**src/rtl/core/tsa_pkg.sv**
```systemverilog
`timescale 1ns / 1ps
// ----------------------------------------------------------------------------
// tsa_pkg
// Shared types and constants of the topological sort core.
// ----------------------------------------------------------------------------
package tsa_pkg;

    localparam int MAX_NODES = 16;
    localparam int NODE_W    = $clog2(MAX_NODES);
    localparam int CNT_W     = $clog2(MAX_NODES + 1);
    localparam int CFG_W     = 5;
    localparam int PADDR_W   = 3;
    localparam int PDATA_W   = 32;

    localparam logic [CFG_W-1:0] NUM_NODES_RESET = CFG_W'(MAX_NODES);

    // Register index of the node count register.
    localparam logic REG_NUM_NODES = 1'b0;

    typedef struct packed {
        logic              edge_valid;
        logic [NODE_W-1:0] src;
        logic [NODE_W-1:0] dst;
        logic              last;
    } t_in_word;

    typedef struct packed {
        logic [NODE_W-1:0] node;
        logic              found;
        logic              run_end;
    } t_out_word;

    typedef enum logic {
        ST_LOAD,
        ST_SORT
    } t_state;

    // Commands from the controller to the datapath.
    typedef struct packed {
        logic store_edge;
        logic emit;
        logic clear;
    } t_dp_cmd;

    // Status from the datapath to the controller.
    typedef struct packed {
        logic out_valid;
        logic pick_found;
        logic pick_final;
    } t_dp_stat;

    // Node count in effect: zero acts as one, anything above the maximum
    // acts as the maximum.
    function automatic logic [CNT_W-1:0] nodes_in_use(input logic [CFG_W-1:0] raw);
        logic [CNT_W-1:0] n;
        begin
            n = CNT_W'(raw);
            if (raw == '0) begin
                n = CNT_W'(1);
            end else if (CNT_W'(raw) > CNT_W'(MAX_NODES)) begin
                n = CNT_W'(MAX_NODES);
            end
            return n;
        end
    endfunction

endpackage

```
**src/rtl/core/topological_sort_adjacency_matrix_core.sv**
```systemverilog
`timescale 1ns / 1ps
// ----------------------------------------------------------------------------
// topological_sort_adjacency_matrix_core
// Kahn topological sort over a 16-node graph held as incoming-edge masks.
// ----------------------------------------------------------------------------
//
//  Channel   Direction  Handshake                 Word
//  --------  ---------  ------------------------  ------------------------------
//  in        sink       i_in_valid / o_in_ready   edge_valid, src, dst, last
//  out       source     o_out_valid / i_out_ready node, found, run_end
//  cfg       APB        psel, penable, pready     num_nodes at byte address 0
//
// Each input word is taken as soon as it is valid while the core is loading.
// The word marked last starts a run: the state register moves to sorting and
// from there the first result is registered; then one result follows per
// cycle while the consumer takes them. A run gives at most as many results as
// the node count in effect, since a cycle terminator only stands in for nodes
// that can never be emitted. The selection of the next ready node is
// combinational: mask tests and a priority encoder over the sixteen entries of
// the store. No input word is accepted during a run. Stalls on the output
// simply hold the result register and the search. Synchronous reset clears the
// store, the flags and the run state, and sets the node count to sixteen.
//
// ----------------------------------------------------------------------------
module topological_sort_adjacency_matrix_core (
    input  logic                            i_clk,
    input  logic                            i_rst_n,

    input  logic                            i_in_valid,
    output logic                            o_in_ready,
    input  tsa_pkg::t_in_word               i_in_word,

    output logic                            o_out_valid,
    input  logic                            i_out_ready,
    output tsa_pkg::t_out_word              o_out_word,

    input  logic                            psel,
    input  logic                            penable,
    input  logic                            pwrite,
    input  logic [tsa_pkg::PADDR_W-1:0]     paddr,
    input  logic [tsa_pkg::PDATA_W-1:0]     pwdata,
    output logic [tsa_pkg::PDATA_W-1:0]     prdata,
    output logic                            pready
);

    // Node count register. Only the low five bits of a write are kept; the
    // clamp to the range one to sixteen is applied where the count is used.
    logic [tsa_pkg::CFG_W-1:0] r_num_nodes;
    logic [tsa_pkg::CNT_W-1:0] num_nodes_eff;
    logic                      reg_sel;

    tsa_pkg::t_dp_cmd  cmd;
    tsa_pkg::t_dp_stat stat;

    // Address bit two selects the register; addresses with that bit set
    // read zero and ignore writes.
    assign reg_sel = paddr[2] == tsa_pkg::REG_NUM_NODES;
    assign pready  = 1'b1;

    always_ff @(posedge i_clk) begin
        if (!i_rst_n) begin
            r_num_nodes <= tsa_pkg::NUM_NODES_RESET;
        end else if (psel && penable && pwrite && reg_sel) begin
            r_num_nodes <= pwdata[tsa_pkg::CFG_W-1:0];
        end
    end

    always_comb begin
        prdata = '0;
        if (reg_sel) begin
            prdata = tsa_pkg::PDATA_W'(r_num_nodes);
        end
    end

    assign num_nodes_eff = tsa_pkg::nodes_in_use(r_num_nodes);

    // The controller decides when an edge is stored, when a result is
    // produced and when the run is closed; the datapath holds the graph.
    tsa_ctrl u_ctrl (
        .i_clk       (i_clk),
        .i_rst_n     (i_rst_n),
        .i_in_valid  (i_in_valid),
        .i_in_last   (i_in_word.last),
        .i_out_ready (i_out_ready),
        .i_stat      (stat),
        .o_in_ready  (o_in_ready),
        .o_cmd       (cmd)
    );

    tsa_datapath u_datapath (
        .i_clk       (i_clk),
        .i_rst_n     (i_rst_n),
        .i_cmd       (cmd),
        .i_in_word   (i_in_word),
        .i_num_nodes (num_nodes_eff),
        .i_out_ready (i_out_ready),
        .o_stat      (stat),
        .o_out_valid (o_out_valid),
        .o_out_word  (o_out_word)
    );

endmodule

```
**src/rtl/core/tsa_ctrl.sv**
```systemverilog
`timescale 1ns / 1ps
// ----------------------------------------------------------------------------
// tsa_ctrl
// Controller: sequences edge loading, the sort run and the store clear.
// ----------------------------------------------------------------------------
module tsa_ctrl (
    input  logic              i_clk,
    input  logic              i_rst_n,
    input  logic              i_in_valid,
    input  logic              i_in_last,
    input  logic              i_out_ready,
    input  tsa_pkg::t_dp_stat i_stat,
    output logic              o_in_ready,
    output tsa_pkg::t_dp_cmd  o_cmd
);

    tsa_pkg::t_state r_state;
    tsa_pkg::t_state n_state;
    logic            out_free;

    assign out_free = !i_stat.out_valid || i_out_ready;

    always_ff @(posedge i_clk) begin
        if (!i_rst_n) begin
            r_state <= tsa_pkg::ST_LOAD;
        end else begin
            r_state <= n_state;
        end
    end

    always_comb begin
        n_state    = r_state;
        o_in_ready = 1'b0;
        o_cmd      = '0;
        unique case (r_state)
            tsa_pkg::ST_LOAD: begin
                o_in_ready = 1'b1;
                if (i_in_valid) begin
                    o_cmd.store_edge = 1'b1;
                    if (i_in_last) begin
                        n_state = tsa_pkg::ST_SORT;
                    end
                end
            end
            tsa_pkg::ST_SORT: begin
                if (out_free) begin
                    o_cmd.emit = 1'b1;
                    // A terminator or the last node closes the run.
                    if (!i_stat.pick_found || i_stat.pick_final) begin
                        o_cmd.clear = 1'b1;
                        n_state     = tsa_pkg::ST_LOAD;
                    end
                end
            end
            default: begin
                n_state = tsa_pkg::ST_LOAD;
            end
        endcase
    end

endmodule

```
**src/rtl/core/tsa_datapath.sv**
```systemverilog
`timescale 1ns / 1ps
// ----------------------------------------------------------------------------
// tsa_datapath
// Adjacency store, removed flags, node selection and the result register.
// ----------------------------------------------------------------------------
module tsa_datapath (
    input  logic                            i_clk,
    input  logic                            i_rst_n,
    input  tsa_pkg::t_dp_cmd                i_cmd,
    input  tsa_pkg::t_in_word               i_in_word,
    input  logic [tsa_pkg::CNT_W-1:0]       i_num_nodes,
    input  logic                            i_out_ready,
    output tsa_pkg::t_dp_stat               o_stat,
    output logic                            o_out_valid,
    output tsa_pkg::t_out_word              o_out_word
);

    logic [tsa_pkg::MAX_NODES-1:0] r_mask [tsa_pkg::MAX_NODES];
    logic [tsa_pkg::MAX_NODES-1:0] r_removed;
    logic [tsa_pkg::CNT_W-1:0]     r_cnt;
    logic                          r_out_valid;
    tsa_pkg::t_out_word            r_out_word;

    logic [tsa_pkg::MAX_NODES-1:0] active;
    logic [tsa_pkg::MAX_NODES-1:0] cand;
    logic [tsa_pkg::NODE_W-1:0]    pick_idx;
    logic                          pick_found;
    logic                          pick_final;
    logic                          edge_ok;
    tsa_pkg::t_out_word            n_out_word;

    // Node i is ready when it is in use, not yet removed, and every source
    // of an incoming edge is either out of use or already removed.
    always_comb begin
        for (int i = 0; i < tsa_pkg::MAX_NODES; i++) begin
            active[i] = tsa_pkg::CNT_W'(i) < i_num_nodes;
        end
        for (int i = 0; i < tsa_pkg::MAX_NODES; i++) begin
            cand[i] = active[i] && !r_removed[i]
                      && ((r_mask[i] & active & ~r_removed) == '0);
        end
        pick_idx = '0;
        for (int i = tsa_pkg::MAX_NODES - 1; i >= 0; i--) begin
            if (cand[i]) begin
                pick_idx = tsa_pkg::NODE_W'(i);
            end
        end
    end

    assign pick_found = |cand;
    assign pick_final = (r_cnt + tsa_pkg::CNT_W'(1)) == i_num_nodes;

    assign edge_ok = i_in_word.edge_valid
                     && (tsa_pkg::CNT_W'(i_in_word.src) < i_num_nodes)
                     && (tsa_pkg::CNT_W'(i_in_word.dst) < i_num_nodes);

    always_comb begin
        n_out_word.node    = pick_found ? pick_idx : '0;
        n_out_word.found   = pick_found;
        n_out_word.run_end = pick_found ? pick_final : 1'b1;
    end

    always_ff @(posedge i_clk) begin
        if (!i_rst_n) begin
            for (int i = 0; i < tsa_pkg::MAX_NODES; i++) begin
                r_mask[i] <= '0;
            end
            r_removed   <= '0;
            r_cnt       <= '0;
            r_out_valid <= 1'b0;
        end else begin
            if (i_cmd.clear) begin
                for (int i = 0; i < tsa_pkg::MAX_NODES; i++) begin
                    r_mask[i] <= '0;
                end
                r_removed <= '0;
                r_cnt     <= '0;
            end else begin
                if (i_cmd.store_edge && edge_ok) begin
                    r_mask[i_in_word.dst][i_in_word.src] <= 1'b1;
                end
                if (i_cmd.emit && pick_found) begin
                    r_removed[pick_idx] <= 1'b1;
                    r_cnt               <= r_cnt + tsa_pkg::CNT_W'(1);
                end
            end
            if (i_cmd.emit) begin
                r_out_valid <= 1'b1;
            end else if (i_out_ready) begin
                r_out_valid <= 1'b0;
            end
        end
    end

    always_ff @(posedge i_clk) begin
        if (i_cmd.emit) begin
            r_out_word <= n_out_word;
        end
    end

    assign o_stat.out_valid  = r_out_valid;
    assign o_stat.pick_found = pick_found;
    assign o_stat.pick_final = pick_final;
    assign o_out_valid       = r_out_valid;
    assign o_out_word        = r_out_word;

    // The emitted count always tracks the removed flags.
    a_cnt_matches: assert property (@(posedge i_clk) disable iff (!i_rst_n)
        $countones(r_removed) == int'(r_cnt))
        else $error("emitted count differs from removed flags");

    // A terminator always closes the run.
    a_term_ends: assert property (@(posedge i_clk) disable iff (!i_rst_n)
        (r_out_valid && !r_out_word.found) |-> r_out_word.run_end)
        else $error("terminator without run end");

    // Closing a run leaves the flags and count empty.
    a_clear_run: assert property (@(posedge i_clk) disable iff (!i_rst_n)
        i_cmd.clear |=> (r_removed == '0) && (r_cnt == '0))
        else $error("run state not cleared");

    // A node is emitted only while the result register can take it.
    a_no_overrun: assert property (@(posedge i_clk) disable iff (!i_rst_n)
        i_cmd.emit |-> (!r_out_valid || i_out_ready))
        else $error("result word overwritten before taken");

endmodule
```
**config.mk**
```make
export PLATFORM = sky130hd
export DESIGN_NAME = topological_sort_adjacency_matrix_core
export DESIGN_NICKNAME = d
export VERILOG_FILES = /design/src/rtl/core/tsa_pkg.sv /design/src/rtl/core/topological_sort_adjacency_matrix_core.sv /design/src/rtl/core/tsa_ctrl.sv /design/src/rtl/core/tsa_datapath.sv
export SDC_FILE = /design/constraint.sdc
export NUM_CORES = 1
export LEC_CHECK = 0
export ABC_AREA = 1
export BUFFER_PORTS_ARGS = -buffer_cell sky130_fd_sc_hd__clkbuf_2
export CORE_MARGIN = 3
export CORE_UTILIZATION = 45
export DETAILED_ROUTE_END_ITERATION = 12
export SKIP_CTS_REPAIR_TIMING = 1
export SYNTH_ARGS = -nofsm -noshare
export SYNTH_HDL_FRONTEND = slang
export SYNTH_SLANG_ARGS = --single-unit
```
**constraint.sdc**
```tcl
create_clock -name i_clk -period 3.2 [get_ports i_clk]
set_input_delay 0.32 -clock i_clk [delete_from_list [all_inputs] [get_ports i_clk]]
set_output_delay 0.32 -clock i_clk [all_outputs]
set_load 0.05 [all_outputs]
```
# Word level (Yosys, flattened, before mapping)
# Memories as Yosys holds them, arrays and structs flattened.
# Cells that the tools add are included.
# word_totals
register_bits,34
ram_bits,256
inputBits,52
out_inout_bits,41
word_cells,232
memories,1
# op_classes
n_addsub,1
magnitude_cmp,23
n_eq_ne,1
mux,63
n_bitwise,53
reduce_logical,82
# mem_list
memory,words,width,rd,rd_clocked_by_memory_dff,wr,line_no,text
u_datapath.r_mask,16,16,16,0,16,tsa_datapath.sv:18,logic [tsa_pkg::MAX_NODES-1:0] r_mask [tsa_pkg::MAX_NODES];
# ops
op,count
$and A16 B16 Y16,32
$mux W16,19
$logic_not A16 Y1,16
$mux W4,17
$logic_and A1 B1 Y1,41
$lt A4 B5 Y1 const A,8
$reduce_or A16 Y1,2
$lt A3 B5 Y1 const A,4
$mux W1,19
$logic_not A1 Y1,18
$not A16 Y16,1
$or A1 B1 Y1,16
$or A16 B16 Y16,1
$mux W5,3
$lt A1 B5 Y1 const A,2
$lt A2 B5 Y1 const A,2
$lt A4 B5 Y1,2
$lt A4 B5 Y1 const B,2
$demux W1 S4,2
$ge A4 B1 Y1 const B,2
$add A5 B1 Y5 const B,1
$eq A5 B5 Y1,1
$gt A5 B5 Y1 const B,1
$logic_not A5 Y1,1
6 further kinds,10

# Longest topological paths before layout
# Gate-level depths: netlist of run 1.
# logic_depth
depth_word,29
ltp_mapped,29
ltp_nobuf,27

# Cells and area by module
# Synthesis of run 1 repeated with hierarchy kept, for this count alone.
# unflattened
cells_unflattened,1636
hier_area_um2,12335.6
# modules_own_cells
module,instances,cells_each,area_per_inst_um2,seq_area_each_um2
tsa_datapath,1,1539,11741.3,5745.5
topological_sort_adjacency_matrix_core,1,82,519.2,100.1
tsa_ctrl,1,15,75.1,20.0

# Least setup slack after synthesis of run 1
# Ideal clock, no wire load.
# synth_path
kind,reg2reg
start,register r_num_nodes[3] (netlist name)
end,memory u_datapath.r_mask[7][5] (netlist name)
setup_time_ns,0.076
t_arrival_ns,2.642
required_ns,3.124
slack_ns,0.482
stages_incl_launch_ff,17
n_path_buf,2
period_less_slack_ns,2.718
path_cell_list,dfxtp_1 buf_4 nor2_1 nand2_1 nand2_1 nand2_1 ha_1 a21oi_1 o21bai_1 a211oi_1 o21ai_0 nand2_1 nand4_1 nor3_1 nand2_1 clkbuf_1 o22ai_2
# synth_lines
element,line_no,text
start: declaration,topological_sort_adjacency_matrix_core.sv:48,logic [tsa_pkg::CFG_W-1:0] r_num_nodes;
start signal: assignment,topological_sort_adjacency_matrix_core.sv:62,r_num_nodes <= tsa_pkg::NUM_NODES_RESET;
start signal: assignment,topological_sort_adjacency_matrix_core.sv:64,r_num_nodes <= pwdata[tsa_pkg::CFG_W-1:0];
end: declaration,tsa_datapath.sv:18,

==> summary.txt, run 1 <==
Power
  – Pwr Density: 489.4 mW/mm²
  – Combinational fraction of design power: 8.7%
  – Fraction of power spent switching nets: 24.98%
  – NetSw: 1.969 mW
  – Pwr Total: 7.879 mW
  – Reg power frac: 46.3%
  – Leak: 5.923 nW
  – Clk network pwr share: 45.0%
  – Pint: 5.911 mW
  – Worst VDD drop: 387.5 µV

Critical path
  – CP Capture Type: flop
  – CP startpoint kind: flop
  – Register-to-Register Path Depth: 20
  – Critical path peak fanout: 8
  – Worst Path Arrival: 3620 ps
  – Worst EP required: 3630 ps
  – Crit Path Class: reg -> reg

Worst hold path
  – Hold Crit Class: in -> reg
  – Hold-critical path depth: 3

Placed design
  – Gpl congestion: 0.8973
  – PortBufs: 35
  – Total placed cells including tap cells: 1960
  – Pre-CTS WS: -222.9 ps
  – Detailed placement HPWL: 26.56 mm

Global route
  – Global route total overflow: 0
  – Initial antenna violation count: 1
  – Largest net degree at the start of global routing: 91
  – Gr usage total: 25.82%
  – Vias in the first global route: 10340
  – First-pass GRT wire length: 61.40 mm

Layout
  – Area grow syn2layout: 27.57%
  – FILL cells: 2436
  – Nets: 1715
  – Share of layout cells above drive strength 1: 28.22%
  – Final std cells w/o fill: 2048
  – Number of diodes: 0

Floorplanning
  – Initial Util: 46.31%
  – Die height: 173.5 µm
  – Core area: 0.02725 mm²
  – Die W: 173.5 µm
  – Row count: 60
  – Top Ports: 93
  – Die area: 0.03009 mm²

Clock tree
  – Longest Clk Path Bufs: 3
  – Root Buffer: clkbuf_16
  – Clk_lat worst skew: 570 ps
  – CTS sink cnt: 290
  – CTS Buf Count: 30
  – Reg clk slew, reported paths: 60 ps
  – CTS tree: done
  – Number of H-tree levels: 1

Route
  – Starting DRT DRC Count: 1205
  – Routed wire length per instance: 21.36 µm
  – Drt via density: 5.682
  – Routed via count: 11640
  – Pre-antenna DRT Iters: 5
  – Total wire length: 43.74 mm
  – DRC: 0
  – Post-route ant nets: 0

Timing
  – Setup violations, final: 0
  – Crit path time final: 3194 ps
  – Layout Skew: 10.74 ps
  – Final Hold Fails: 0
  – RSZ-0062 raised after global routing: yes
  – Worst relative slew slack: 32.10%
  – Setup_tns: 0 ps
  – Setup slack after layout: 6.242 ps
  – Peak Freq: 313.1 MHz
  – Final Slew Violations: 0
  – Fin crit share: 99.80%
  – Slew @ Worst Pin: 1018 ps

Outcome
  – Status: completed

Synthesis
  – Post-synthesis sequential area ratio: 46.48%
  – Post-synth EDFFs: 6
  – Synthesized flop and latch total: 290
  – Share of the synthesized area in the top cell type: 45.05%
  – FFs w/ async S/R, synth: 0%
  – Ys flop type: dfxtp_1
  – Yosys warnings: 0
  – Unique cell type count in the Yosys netlist: 52
  – Top cells by area, synth: dfxtp_1 45%, nand3_1 6.7%, nand2_1 5.8%, o22ai_2 5.8%, o22ai_1 5.6%
  – Avg Inst Size Synth: 8.363 µm²
  – Syn Std Cell Area: 0.01262 mm²
  – Yosys top cell by area: dfxtp_1
  – Syn Inst Count: 1509

Job
  – Max-cap violation count: 0
[final cells by class]
cell class                 count  area (µm²)  share of cell area (%)
timing repair inverter         1       6.256                 0.03886
tap                          372       465.4                   2.891
sequential                   290        5876                   36.50
inverter                     197       778.2                   4.834
clock buffer                  41       873.3                   5.425
multi-input combinational    939        6031                   37.46
timing repair buffer         197        1947                   12.09
clock inverter                11       122.6                  0.7616
[stage by stage]
stage          utilization (%)  cell area (µm²)  hold slack (ps)
6_report                 59.08            16100            19.04
5_1_grt                  59.08            16100            23.79
2_1_floorplan                -            12720            439.9
3_5_place_dp             50.38            13730            459.2
3_3_place_gp             50.38            13730            453.7
4_1_cts                  54.03            14720           -41.21
[power groups by stage]
| stage | registers, mW | clock network [mW] | logic (mW) |
|---|---|---|---|
| after CTS | 3.64 | 3.58 | 0.556 |
| after detailed placement | 3.72 | 0 | 0.555 |
| after global routing | 3.64 | 3.73 | 0.712 |
| after floorplan | 3.73 | 0 | 0.364 |
| final | 3.64 | 3.55 | 0.686 |
| after global placement | 3.72 | 0 | 0.552 |
[synth_stat cells (5+ instances only)]
master and n:
a21oi_1 18, a21oi_2 22, buf_1 9, buf_4 45, buf_6 11, buf_8 6
clkbuf_1 37, dfxtp_1 284, edfxtp_1 6, ha_1 7, inv_1 182, inv_2 11
nand2_1 195, nand2_2 8, nand3_1 169, nand4_1 22, nor2_1 56, nor3_1 8
nor4_1 13, o2111ai_1 6, o211ai_1 5, o21ai_0 135, o21ai_1 29, o22ai_1 112
o22ai_2 58
[registers in the layout, indices dropped and copies added (netlist names)]
name                    count
u_datapath.r_mask         256
u_datapath.r_removed       16
u_datapath.o_out_word       6
r_num_nodes                 5
u_datapath.r_cnt            5
u_ctrl.r_state              1
u_datapath.o_out_valid      1
[cell families (layout without fill, tap and decap cells)]
logic type	count (synthesis)	in the layout	synth area share (%)
other	2	28	0.05951
XOR/XNOR	7	7	0.4858
flip-flops	290	290	46.48
buffers and inverters	311	447	12.05
adder cells (fa/ha/maj)	7	7	0.6940
AO/OA/AOI/OAI	402	402	22.01
AND/OR/NAND/NOR	490	495	18.22
[cells in the final DEF (no fill, tap or decap), types with 5 or more instances in the layout]
cell type   instances
a21oi_1            18
a21oi_2            22
buf_12             12
buf_4             102
buf_6              32
clkbuf_16          42
clkbuf_2           34
clkbuf_8            6
clkinv_2            5
clkinvlp_4          5
conb_1             28
dfxtp_1           280
edfxtp_1            6
ha_1                7
inv_1             177
inv_2               8
nand2_1           172
nand2_2            25
nand2_4            10
nand2_8             5
nand3_1           160
nand3_2            10
nand4_1            22
nor2_1             44
nor2_2              8
nor2_4              6
nor3_4              5
nor4_2              8
o2111ai_1           5
o211ai_1            5
o21ai_0           113
o21ai_1            51
o22ai_1            81
o22ai_2            84
o22ai_4             5
[per-layer routing]
metal  GRT usage (%)  part of all wire [%]
met4           6.824                   3.0
met2           40.69                    46
met5               0                     0
met3           3.701                   8.1
met1           37.14                    43
[final timing paths]
kind	slack, ps	to	from
worst max-delay path	6	u_datapath.r_mask[14][9]	r_num_nodes[4]
worst max register to register	6	u_datapath.r_mask[14][9]	r_num_nodes[4]
worst min register to register	470	u_datapath.r_mask[3][15]	u_datapath.r_mask[3][15]
worst min-delay path	20	u_ctrl.r_state	i_in_word[0]
[worst max-delay path, stage by stage (launching register included)]
cell	delay (ps)
dfxtp_4	440
inv_8	50
buf_6	110
o21ai_2	50
o21ai_1	80
buf_4	140
nor2_4	160
clkinv_4	80
buf_12	150
buf_4	140
o22ai_1	170
nor4_2	80
nand3_1	170
nand2_2	110
nor2_4	180
nand3_4	150
nand2_8	120
nand2_8	160
nand2_8	220
clkbuf_16	200
o22ai_2	60
No activity file was read; power rests on OpenSTA's default activity.
==> run 2, diff against run 1 <==
--- a/config.mk
+++ b/config.mk
@@ -5,7 +5,6 @@
 export SDC_FILE = /design/constraint.sdc
 export NUM_CORES = 1
 export LEC_CHECK = 0
-export ABC_AREA = 1
 export BUFFER_PORTS_ARGS = -buffer_cell sky130_fd_sc_hd__clkbuf_2
 export CORE_MARGIN = 3
 export CORE_UTILIZATION = 45
==> constraint.sdc (replaced) <==
create_clock -name i_clk -period 3.9 [get_ports i_clk]
set_input_delay 0.39 -clock i_clk [delete_from_list [all_inputs] [get_ports i_clk]]
set_output_delay 0.39 -clock i_clk [all_outputs]
set_load 0.05 [all_outputs]
==> run 2 against run 1 <==
Net effect: routed wire length decreased by 9.1%; via count fell by 14%; register-to-register slack improved by 100 ps; total power fell by 19%; clock-buffer cell count down 2; worst setup slack improved by 100 ps.
==> summary.txt, run 2 <==
Outcome
  – Status: completed

Timing
  – Setup violations, final: 0
  – Final Slew Violations: 0
  – Peak Freq: 263.7 MHz
  – Slew @ Worst Pin: 1093 ps
  – Setup slack after layout: 107.3 ps
  – Hold WS: 55.26 ps
  – Layout Skew: 17.96 ps
  – Setup_tns: 0 ps
  – Final Hold Fails: 0
  – Fin crit share: 97.25%
  – Worst relative slew slack: 26.88%
  – Crit path time final: 3793 ps

Route
  – Pre-antenna DRT Iters: 5
  – Post-route ant nets: 0
  – DRC: 0
  – Starting DRT DRC Count: 1151
  – Routed via count: 9963
  – Routed wire length per instance: 25.40 µm
  – Total wire length: 39.77 mm
  – Drt via density: 6.362

Clock tree
  – Reg clk slew, reported paths: 60 ps
  – CTS tree: done
  – CTS Buf Count: 31
  – Clk_lat worst skew: 570 ps
  – CTS sink cnt: 290
  – Root Buffer: clkbuf_16
  – Number of H-tree levels: 1
  – Longest Clk Path Bufs: 3

Critical path
  – Critical path peak fanout: 50
  – Worst EP required: 4380 ps
  – CP startpoint kind: flop
  – Worst Path Arrival: 4270 ps
  – CP Capture Type: flop
  – Crit Path Class: reg -> reg
  – Reg2reg setup slack: 110 ps

Power
  – Leak: 5.305 nW
  – Pwr Total: 6.404 mW
  – Worst VDD drop: 305.6 µV
  – Pwr Density: 457.3 mW/mm²

Layout
  – Nets: 1266
  – FILL cells: 2346
  – Share of layout cells above drive strength 1: 18.85%
  – Area grow syn2layout: 16.17%
  – Max FFs per register: 256
  – Post-route cell area: 0.01400 mm²
  – Number of diodes: 0
  – Top reg by flops: u_datapath.r_mask
  – Most frequent cells in the layout: 284 x dfxtp_1, 173 x a22o_1, 92 x o2bb2ai_1, 86 x buf_4, 51 x nand2_1
  – Commonest non-fill, non-tap cell in the layout: dfxtp_1

Placed design
  – Gpl congestion: 0.9340
  – Detailed placement HPWL: 26.86 mm
  – Post-DP Area: 0.01293 mm²
  – PortBufs: 35
  – Pre-CTS WS: 8.104 ps

Synthesis
  – Share of the synthesized area in the top cell type: 47.17%
  – Syn Inst Count: 1124
  – Post-synthesis sequential area ratio: 48.67%
  – Yosys top cell by area: dfxtp_1
  – Yosys warnings: 0
  – Post-synth top cells: 284 x dfxtp_1, 173 x a22o_1, 92 x o2bb2ai_1
  – Synthesized flop and latch total: 290
  – Most frequent cell after synthesis: dfxtp_1
  – Top cells by area, synth: dfxtp_1 47%, a22o_1 13%, o2bb2ai_1 6.7%, buf_4 2.2%, buf_6 2.1%
  – Unique cell type count in the Yosys netlist: 86
  – Syn Std Cell Area: 0.01205 mm²
  – Post-synth EDFFs: 6
  – FFs w/ async S/R, synth: 0%
  – Ys flop type: dfxtp_1
  – Avg Inst Size Synth: 10.72 µm²

Global route
  – Global route total overflow: 0
  – Largest net degree at the start of global routing: 53
  – Initial antenna violation count: 1
  – First-pass GRT wire length: 59.40 mm
  – Gr usage total: 27.04%
  – Vias in the first global route: 9377

Floorplanning
  – Core area: 0.02621 mm²
  – Die W: 169.7 µm
  – Row count: 59
  – Initial Util: 45.99%
  – Top Ports: 93
  – Die area: 0.02878 mm²
  – Die height: 169.7 µm

Job
  – Max-cap violation count: 0

Worst hold path
  – Hold Crit Class: in -> reg
run 2: cell count changes after synthesis, moves of 20 or more:
cell       change
a22o_1       +173
inv_1        -157
nand3_1      -152
nand2_1      -144
o21ai_0      -124
o22ai_1      -108
o2bb2ai_1     +92
o22ai_2       -58
o21ai_1       -28
a22oi_1       +22
a21oi_2       -21
nor2_1        -20
run 2: area by class of cell:
cell class | instances | area [µm²] | share of cell area [%]
multi-input cells | 725 | 5499 | 39.27
clock inverters | 18 | 183.9 | 1.314
clock buffers | 39 | 875.8 | 6.255
well taps | 335 | 419.2 | 2.993
flip-flops and latches | 290 | 5866 | 41.89
inverters | 26 | 97.59 | 0.6970
repair buffers | 133 | 1061 | 7.578
run 2: path summary, 6_finish.rpt:
| path | endpoint | from | cells after the start |
|---|---|---|---|
| worst max-delay path | u_datapath.r_mask[13][9] | r_num_nodes[2] | 13 |
| worst min-delay path | u_ctrl.r_state | i_in_word[0] | 3 |
| worst max register to register | u_datapath.r_mask[13][9] | r_num_nodes[2] | 13 |
| worst min register to register | u_datapath.r_mask[11][6] | u_datapath.r_mask[11][6] | 1 |
run 2: cells by family after synthesis:
| kind of cell | count (synthesis) | synth area share, % |
|---|---|---|
| XOR/XNOR | 6 | 0.4360 |
| AO/OA/AOI/OAI | 437 | 31.33 |
| buffers and inverters | 135 | 6.903 |
| adder cells (fa/ha/maj) | 7 | 0.7266 |
| flip-flops | 290 | 48.67 |
| multiplexers | 5 | 0.4153 |
| other | 2 | 0.06231 |
| AND/OR/NAND/NOR | 242 | 11.46 |
run 2: through the flow:
step	cells	utilization (%)
2_1_floorplan	1150	-
3_3_place_gp	1509	49.35
3_5_place_dp	1509	49.35
4_1_cts	1566	53.40
5_1_grt	1566	53.43
6_report	1566	53.43
run 2: power breakdown:
group / switching, mW / total (mW) / internal, mW
sequential: 0.00928 / 2.99 / 2.98
clock: 1.24 / 3.02 / 1.79
combinational: 0.292 / 0.390 / 0.0976
run 2: per-layer routing:
layer,GRT usage (%),vias to the layer above,part of all wire (%)
met3,4.962,91,8.2
met5,0,-,0.048
li1,-,4528,-
met4,10.17,2,3.9
met1,38.67,4928,44
met2,40.71,414,43
run 2: worst max-delay path: stages (launching register included):
cell and delay [ps]:
dfxtp_1 360, buf_4 200, a211oi_1 490, nor2_1 120, buf_4 180, a222oi_1 250
or4b_1 590, o21bai_1 280, or3_4 190, or4_4 120, o21ba_4 350, buf_12 290
buf_4 170, o2bb2ai_1 100
==> run 3, diff against run 2 <==
--- a/config.mk
+++ b/config.mk
@@ -9,6 +9,7 @@
 export CORE_MARGIN = 3
 export CORE_UTILIZATION = 45
 export DETAILED_ROUTE_END_ITERATION = 12
+export RECOVER_POWER = 25
 export SKIP_CTS_REPAIR_TIMING = 1
 export SYNTH_ARGS = -nofsm -noshare
 export SYNTH_HDL_FRONTEND = slang
==> run 3 against run 2 <==
Net effect: combinational power down 1%; sequential power about the same; clock skew down 2.7 ps; via count up 0.49%; flip-flop and latch count unchanged; worst setup slack improved by 25 ps; core utilization is 0.13 points lower; global-route usage did not move; non-clock buffer count did not move; critical path depth decreased by 1; first-iteration DRC count increased by 0.78%; register-to-register slack gained 30 ps.
==> summary.txt, run 3 (synthesized netlist as in run 2, its figures left out) <==
Outcome
  – Status: completed

Route
  – Pre-antenna DRT Iters: 6
  – Routed wire length per instance: 25.39 µm
  – Routed via count: 10010
  – Post-route ant nets: 0
  – Starting DRT DRC Count: 1160
  – Drt via density: 6.393
  – Total wire length: 39.77 mm
  – DRC: 0

Floorplanning
  – Top Ports: 93
  – Row count: 59
  – Core area: 0.02621 mm²
  – Die area: 0.02878 mm²
  – Die height: 169.7 µm
  – Die W: 169.7 µm
  – Initial Util: 45.99%

Timing
  – Fin crit share: 96.60%
  – Peak Freq: 265.4 MHz
  – Crit path time final: 3767 ps
  – Final Hold Fails: 0
  – Setup violations, final: 0
  – Worst relative slew slack: 28.20%
  – Layout Skew: 15.26 ps
  – Slew @ Worst Pin: 1073 ps
  – Setup_tns: 0 ps
  – Setup slack after layout: 132.7 ps
  – Final Slew Violations: 0
  – RSZ-0062 raised after global routing: no

Clock tree
  – Reg clk slew, reported paths: 60 ps
  – CTS tree: done
  – Root Buffer: clkbuf_16
  – CTS Buf Count: 31
  – Longest Clk Path Bufs: 3
  – Number of H-tree levels: 1
  – Clk_lat worst skew: 560 ps
  – CTS sink cnt: 290

Worst hold path
  – Hold EP: u_ctrl.r_state
  – Worst hold start: i_in_word[0]
  – Hold-critical path depth: 3
  – Hold Crit Class: in -> reg

Layout
  – Commonest non-fill, non-tap cell in the layout: dfxtp_1
  – Number of diodes: 0
  – Max FFs per register: 256
  – Nets: 1266
  – Share of layout cells above drive strength 1: 18.44%
  – Area grow syn2layout: 15.89%
  – Top reg by flops: u_datapath.r_mask
  – FILL cells: 2350
  – Most frequent cells in the layout: 284 x dfxtp_1, 173 x a22o_1, 92 x o2bb2ai_1, 79 x buf_4, 51 x nand2_1

Placed design
  – PortBufs: 35
  – Pre-CTS WS: 8.104 ps
  – Gpl congestion: 0.9340
  – Detailed placement HPWL: 26.86 mm

Power
  – Pwr Density: 458.1 mW/mm²
  – Pwr Total: 6.399 mW
  – Worst VDD drop: 305.8 µV
  – Leak: 5.282 nW

Critical path
  – CP max stage delay: 610 ps
  – Reg-to-reg endpoint: u_datapath.r_mask[9][14]
  – Gate family responsible for the most delay along the worst path: compound AO/OA/AOI/OAI gates
  – Worst Path Buf+Inv: 3
  – Worst EP required: 4360 ps
  – Slowest CP cell: dfxtp_1
  – CP startpoint kind: flop
  – R2r startpoint: r_num_nodes[0]
  – CP Capture Type: flop
  – Critical path cell sequence: buf_4 > o211ai_2 > a21oi_4 > buf_12 > a221o_1 > and4b_1 > a31oi_1 > nand3_1 > or4_4 > o21ba_4 > clkbuf_4 > a22o_1
  – Crit Path Class: reg -> reg
  – Critical path peak fanout: 24
  – Worst Path Arrival: 4220 ps
  – Register-to-Register Path Depth: 12
  – Reg2reg setup slack: 130 ps

Job
  – Max-cap violation count: 0

Global route
  – Vias in the first global route: 9377
  – First-pass GRT wire length: 59.40 mm
  – Largest net degree at the start of global routing: 53
  – Gr usage total: 27.04%
  – Initial antenna violation count: 1
  – Global route total overflow: 0
## run 3: cell types whose count changed in the layout (fill, tap and decap cells not counted)
cell / previous run / this run
clkbuf_1: 1 / 6
clkbuf_2: 35 / 36
buf_12: 12 / 11
clkbuf_4: 0 / 2
buf_4: 86 / 79
o311ai_1: 1 / 0
o311ai_0: 2 / 3
## run 3: power breakdown
| group | total, mW | internal, mW | switching (mW) |
|---|---|---|---|
| Clock | 3.02 | 1.79 | 1.24 |
| Combinational | 0.386 | 0.0947 | 0.291 |
| Sequential | 2.99 | 2.98 | 0.00915 |
## run 3: layout make-up
type | instances | area, µm² | area share, %
clock buffer | 39 | 875.8 | 6.270
multi-input combinational | 725 | 5499 | 39.37
inverter | 26 | 97.59 | 0.6987
sequential | 290 | 5866 | 41.99
tap | 335 | 419.2 | 3.001
timing repair buffer | 133 | 1027 | 7.354
clock inverter | 18 | 183.9 | 1.317
## run 3: tightest hold or removal path, cell delays in order
cell and delay, ps:
clkbuf_2 70, a21oi_1 50, nor2_1 70
## run 3: how the worst max path moves through the flow
stage / start / endpoint / cells past startpoint
2_1_floorplan: r_num_nodes[2] / u_datapath.r_mask[2][10] / 14
3_3_place_gp: r_num_nodes[2] / u_datapath.r_mask[2][9] / 12
3_5_place_dp: r_num_nodes[2] / u_datapath.r_mask[13][9] / 12
4_1_cts: r_num_nodes[2] / u_datapath.r_mask[2][5] / 12
5_1_grt: r_num_nodes[2] / u_datapath.r_mask[2][4] / 12
6_report: r_num_nodes[0] / u_datapath.r_mask[9][14] / 12
## run 3: layer usage
layer | GRT usage, % | vias to the layer above | part of all wire (%)
li1 | - | 4525 | -
met1 | 38.67 | 4969 | 45
met2 | 40.71 | 416 | 43
met3 | 4.962 | 100 | 7.4
met4 | 10.17 | 2 | 4.0
met5 | 0 | - | 0.048
## run 3: through the flow
step	area [µm²]	cells	hold slack (ps)	util [%]
final	13970	1566	57.82	53.30
after global routing	13970	1566	82.27	53.30
after CTS	13990	1566	48.84	53.40
after detailed placement	12930	1509	440.3	49.35
after global placement	12930	1509	438.3	49.35
after floorplan	12150	1150	424.2	-
